--- src/rtl/gb7_pkg.sv ---
// shared types, kernel weights and register codes for the 7x7 blur
`timescale 1ns / 1ps
package gb7_pkg;

   localparam int PIX_W    = 24;
   localparam int CH_W     = 8;
   localparam int TAPS     = 7;
   localparam int COLSUM_W = 12;
   localparam int TOTAL_W  = 15;

   // register indexes on the csr port
   localparam int CSR_IDX_W = 4;
   localparam int CSR_DAT_W = 13;
   localparam logic [CSR_IDX_W-1:0] REG_IMAGE_WIDTH  = 4'd0;
   localparam logic [CSR_IDX_W-1:0] REG_IMAGE_HEIGHT = 4'd1;
   localparam int IMG_W_REG_W = 11;
   localparam int IMG_H_REG_W = 13;

   // sum / 84 as (sum * 49933) >> 22, exact for sums up to 255 * 84
   localparam int DIV_MULT_W = 16;
   localparam logic [DIV_MULT_W-1:0] DIV_MULT = 16'd49933;
   localparam int DIV_SHIFT  = 22;
   localparam int PROD_W     = TOTAL_W + DIV_MULT_W;

   localparam logic [2:0] KERNEL [0:TAPS-1][0:TAPS-1] = '{
      '{3'd1, 3'd1, 3'd1, 3'd1, 3'd1, 3'd1, 3'd1},
      '{3'd1, 3'd2, 3'd2, 3'd2, 3'd2, 3'd2, 3'd1},
      '{3'd1, 3'd2, 3'd3, 3'd3, 3'd3, 3'd2, 3'd1},
      '{3'd1, 3'd2, 3'd3, 3'd4, 3'd3, 3'd2, 3'd1},
      '{3'd1, 3'd2, 3'd3, 3'd3, 3'd3, 3'd2, 3'd1},
      '{3'd1, 3'd2, 3'd2, 3'd2, 3'd2, 3'd2, 3'd1},
      '{3'd1, 3'd1, 3'd1, 3'd1, 3'd1, 3'd1, 3'd1}
   };

   // one vertical column of the window, entry 0 is the oldest row
   typedef logic [TAPS-1:0][PIX_W-1:0] pix_col_type;

   typedef struct packed {
      logic [COLSUM_W-1:0] red;
      logic [COLSUM_W-1:0] green;
      logic [COLSUM_W-1:0] blue;
   } col_sum_type;

   typedef struct packed {
      logic shift;
      logic fill;
   } cell_ctl_type;

endpackage

--- src/rtl/gb7_cell.sv ---
// one window column cell: holds seven pixels and forms its weighted column sums
`timescale 1ns / 1ps
module gb7_cell #(
   parameter int COL = 0
) (
   input  logic                 clock,
   input  gb7_pkg::cell_ctl_type ctl,
   input  gb7_pkg::pix_col_type shift_in,
   input  gb7_pkg::pix_col_type fill_in,
   output gb7_pkg::pix_col_type col_out,
   output gb7_pkg::col_sum_type sum_out
);
   import gb7_pkg::*;

   pix_col_type col_ff;
   pix_col_type col_in;

   always_comb begin
      col_in = col_ff;
      if (ctl.shift) begin
         col_in = ctl.fill ? fill_in : shift_in;
      end
   end

   always_ff @(posedge clock) begin
      col_ff <= col_in;
   end

   always_comb begin
      sum_out = '0;
      for (int k = 0; k < TAPS; k++) begin
         sum_out.red   = sum_out.red
                       + COLSUM_W'(col_ff[k][23:16]) * COLSUM_W'(KERNEL[k][COL]);
         sum_out.green = sum_out.green
                       + COLSUM_W'(col_ff[k][15:8]) * COLSUM_W'(KERNEL[k][COL]);
         sum_out.blue  = sum_out.blue
                       + COLSUM_W'(col_ff[k][7:0]) * COLSUM_W'(KERNEL[k][COL]);
      end
   end

   assign col_out = col_ff;
endmodule

--- config.mk ---
export PLATFORM = sky130hd
export DESIGN_NAME = gb7_cell
export DESIGN_NICKNAME = d
export VERILOG_FILES = /design/src/rtl/gb7_pkg.sv /design/src/rtl/gb7_cell.sv
export SDC_FILE = /design/constraint.sdc
export NUM_CORES = 1
export LEC_CHECK = 0
export ABC_AREA = 0
export BUFFER_PORTS_ARGS = -buffer_cell sky130_fd_sc_hd__buf_2
export CORE_AREA = 4 4 207 209
export CTS_CLUSTER_SIZE = 40
export DETAILED_ROUTE_END_ITERATION = 8
export DIE_AREA = 0 0 211 213
export GPL_TIMING_DRIVEN = 0
export PLACE_DENSITY = 0.59
export SETUP_SLACK_MARGIN = 0.3
export SYNTH_ARGS = -nofsm -noshare
export SYNTH_HDL_FRONTEND = slang
export SYNTH_SLANG_ARGS = --single-unit
--- constraint.sdc ---
create_clock -name clock -period 7.1 [get_ports clock]
set_input_delay 0.355 -clock clock [delete_from_list [all_inputs] [get_ports clock]]
set_output_delay 0.355 -clock clock [all_outputs]
set_load 0.01 [all_outputs]
==> run summary <==
STATUS
-------------------------------------------------------------------------------------------
Status ....................................................................... finished clean

SYNTHESIS
-------------------------------------------------------------------------------------------
Syn Std Cell Area ............................................................   11400 um^2
Proportion of register bits with asynchronous set or reset after synthesis ...            0
Most instantiated flip-flop cell in the synthesis netlist .................... sky130_fd_sc_hd__edfxtp_1
Synthesized netlist cell count ...............................................          843
Share of the yosys chip area belonging to registers ..........................        0.441
Area share of the largest cell type after synthesis ..........................        0.441
Warning count from the yosys run .............................................            0
Number of flip-flops and latches in the synthesized netlist ..................          168
Synth top cells by count ..................................................... sky130_fd_sc_hd__inv_1 (253), sky130_fd_sc_hd__edfxtp_1 (168), sky130_fd_sc_hd__mux2_1 (128)
Area contributors post-synth ................................................. sky130_fd_sc_hd__edfxtp_1 (44%), sky130_fd_sc_hd__fa_1 (20%), sky130_fd_sc_hd__mux2_1 (13%)
Dominant cell type by area after synthesis ................................... sky130_fd_sc_hd__edfxtp_1
Number of library cell types mapped by synthesis .............................           25
EDFF count, synth ............................................................          168
Synthesized area per cell ....................................................    13.6 um^2
Leading cell type by number of instances after synthesis ..................... sky130_fd_sc_hd__inv_1

CTS
-------------------------------------------------------------------------------------------
Clk Tree Root Cell ........................................................... sky130_fd_sc_hd__clkbuf_16
H-Tree Level Count ...........................................................            4
Number of buffers on the longest clock path ..................................            2
Hold-fix buffers, CTS ........................................................            0
CTS tree .....................................................................          yes
Number of post-CTS setup repair buffers ......................................            0
Sink count of the clock tree .................................................          168
Count of instances resized after the clock tree is built .....................            0
CTS Buf Count ................................................................           17
Clock Pin Slew Worst Setup and Hold Paths ....................................      0.07 ns

CRITICAL PATH
-------------------------------------------------------------------------------------------
Crit path DAT ................................................................      4.57 ns
CP Class ..................................................................... register to output pin
Maximum fanout count along the critical path .................................            3
Beginning of the critical path ...............................................  col_out[73]
Worst setup path endpoint ....................................................   sum_out[9]
Number of buffers and inverters on the critical path .........................            5
Cells traversed along the worst timing path .................................. fa_1, inv_1, fa_1, fa_1, inv_1, ha_1, ha_1, inv_1, fa_1, inv_1, a21oi_1, o221ai_1, o211ai_1, xnor2_1, buf_2
Setup crit start kind ........................................................     register
Element type at the critical path end ........................................   output pin
Critical path required time ..................................................      6.74 ns
Family with the most delay on the worst path .................................  adder cells
Delay of the slowest critical-path stage .....................................      0.56 ns
Highest-delay cell along the critical path ................................... sky130_fd_sc_hd__fa_1
Depth of the critical timing path with buffers and inverters included ........           15

TIMING
-------------------------------------------------------------------------------------------
PnR worst setup slack ........................................................      2.18 ns
Shortest period the worst path allows ........................................      4.92 ns
Final-layout worst hold slack ................................................     0.148 ns
Relative slew slack ..........................................................        0.542
Final TNS setup ..............................................................         0 ns
Final Cycle Share ............................................................        0.693
Count of pins over their slew limit ..........................................            0
Final-report setup violation count ...........................................            0
Max Fclk .....................................................................      203 MHz
Worst Tran Pin Value .........................................................     0.686 ns
Final hold violation count ...................................................            0
Setup repair after global routing missed its margin ..........................        false

WORST HOLD PATH
-------------------------------------------------------------------------------------------
Min-Delay Path Class ......................................................... input port to register
Hold Startpoint .............................................................. shift_in[130]

POWER AND IR DROP
-------------------------------------------------------------------------------------------
Proportion of power drawn by flip-flops and latches ..........................        0.181
Fraction of power consumed by combinational cells ............................        0.690
Standby leakage power ........................................................      7.49 nW
Switching share of total power ...............................................        0.466
Maximum vdd ir drop ..........................................................   0.000375 V
Net load switching power .....................................................      3.26 mW
Clock Power Share ............................................................        0.129
PwrDens ......................................................................  455 nW/um^2
P_int ........................................................................      3.75 mW

DRT
-------------------------------------------------------------------------------------------
WL/cell ......................................................................      19.3 um
Wirelength, routed ...........................................................      37.5 mm
DRC Markers ..................................................................            0
Via count ....................................................................         8166
Number of design-rule violations left by the first detailed-router iteration .          277
Number of optimization iterations in the first detailed-route pass ...........            6
Routed Antenna Nets ..........................................................            0
Vias/cell ....................................................................         4.19

LAYOUT
-------------------------------------------------------------------------------------------
Fraction of layout cells with a size suffix above 1 ..........................        0.453
Fin area .....................................................................   15400 um^2
Layout filler cell count .....................................................         3979
Fin util .....................................................................        0.377
Area used by multi-input combinational logic .................................    5260 um^2
Max reg flops ................................................................          168
Count of antenna diodes in the layout ........................................            0
Area taken by flip-flops and latches .........................................    5040 um^2
Syn-to-layout area delta .....................................................        34.6%
Net count of the finished layout .............................................         1895

DIE
-------------------------------------------------------------------------------------------
Die area .....................................................................   44900 um^2
Count of pins on the block boundary ..........................................          543
Initial core utilization .....................................................        0.280
Placement Rows ...............................................................           74
Vertical die dimension .......................................................       213 um
Die width ....................................................................       211 um
Core Box Area ................................................................   40800 um^2

GLOBAL ROUTING
-------------------------------------------------------------------------------------------
Global-route usage over all layers ...........................................        0.164
Initial antenna violation count ..............................................            1
Grt ovf ......................................................................            0
Number of global-route vias before repair ....................................         8860
Maximum number of pins on one net before global-route repair .................           89
Global-route wire length before repair .......................................      53.0 mm

PLACED DESIGN
-------------------------------------------------------------------------------------------
Setup WS pre-CTS .............................................................      2.58 ns
Number of buffers inserted by port buffering .................................          538
Sum of net half-perimeters after detailed placement ..........................      31.5 mm
Routability-driven placement congestion ratio ................................        0.861
Instance area after placement ................................................   14800 um^2

JOB
-------------------------------------------------------------------------------------------
Number of max-cap violations .................................................            0

## worst min path at each step
| stage | to | slack [ns] | cells after the start |
|---|---|---|---|
| after floorplan | col_out[0] | 0.47 | 0 |
| after global placement | col_out[123] | 0.64 | 2 |
| after detailed placement | col_out[58] | 0.64 | 2 |
| after CTS | col_out[130] | 0.11 | 2 |
| after global routing | col_out[130] | 0.13 | 2 |
| final | col_out[130] | 0.15 | 2 |
## power groups by stage
stage               clock, mW  sequential (mW)  combinational [mW]
floorplan                   0             1.32                3.11
global placement            0             1.29                4.85
detailed placement          0             1.29                4.92
CTS                     0.938             1.27                4.96
global route            0.974             1.28                5.42
finish                  0.906             1.27                4.84
## placed cells by master (no fill, tap or decap), types with 6 or more instances in the layout
cell type and instances:
sky130_fd_sc_hd__clkbuf_16 17, sky130_fd_sc_hd__a21o_1 6, sky130_fd_sc_hd__buf_6 10, sky130_fd_sc_hd__buf_2 543
sky130_fd_sc_hd__xnor2_1 21, sky130_fd_sc_hd__inv_1 253, sky130_fd_sc_hd__fa_1 114, sky130_fd_sc_hd__edfxtp_1 168
sky130_fd_sc_hd__ha_1 39, sky130_fd_sc_hd__mux2_1 128, sky130_fd_sc_hd__mux2_2 40, sky130_fd_sc_hd__o21ai_1 6
sky130_fd_sc_hd__buf_4 6, sky130_fd_sc_hd__a21oi_1 14, sky130_fd_sc_hd__clkinvlp_4 7
## metal layers
layer	global-route usage	part of all wire	up-vias
li1	-	-	3840
met2	0.292	0.51	376
met4	0.0630	0.027	2
met5	0	0.00019	-
met1	0.184	0.38	3902
met3	0.0494	0.077	46
## cell type report
class | instances | share of cell area
multi-input combinational | 402 | 0.342
sequential | 168 | 0.328
clock buffer | 18 | 0.0279
inverter | 253 | 0.0617
timing repair buffer | 539 | 0.177
tap | 532 | 0.0432
buffer | 22 | 0.0122
clock inverter | 14 | 0.00821
## metrics by stage
step | std cells | power [mW]
6_report | 1948 | 7.01
3_5_place_dp | 1916 | 6.21
2_1_floorplan | 845 | 4.43
4_1_cts | 1948 | 7.17
5_1_grt | 1948 | 7.67
3_3_place_gp | 1915 | 6.14
## cell families after synthesis
| kind of cell | after synthesis | synth area share |
|---|---|---|
| buf+inv | 275 | 0.0995 |
| mux | 168 | 0.165 |
| flops | 168 | 0.441 |
| fa+ha+maj | 153 | 0.242 |
| compound gates | 42 | 0.0286 |
| xor+xnor | 21 | 0.0161 |
| simple gates | 15 | 0.00646 |
| other cells | 1 | 0.000328 |
(Power assumes the default switching activity.)
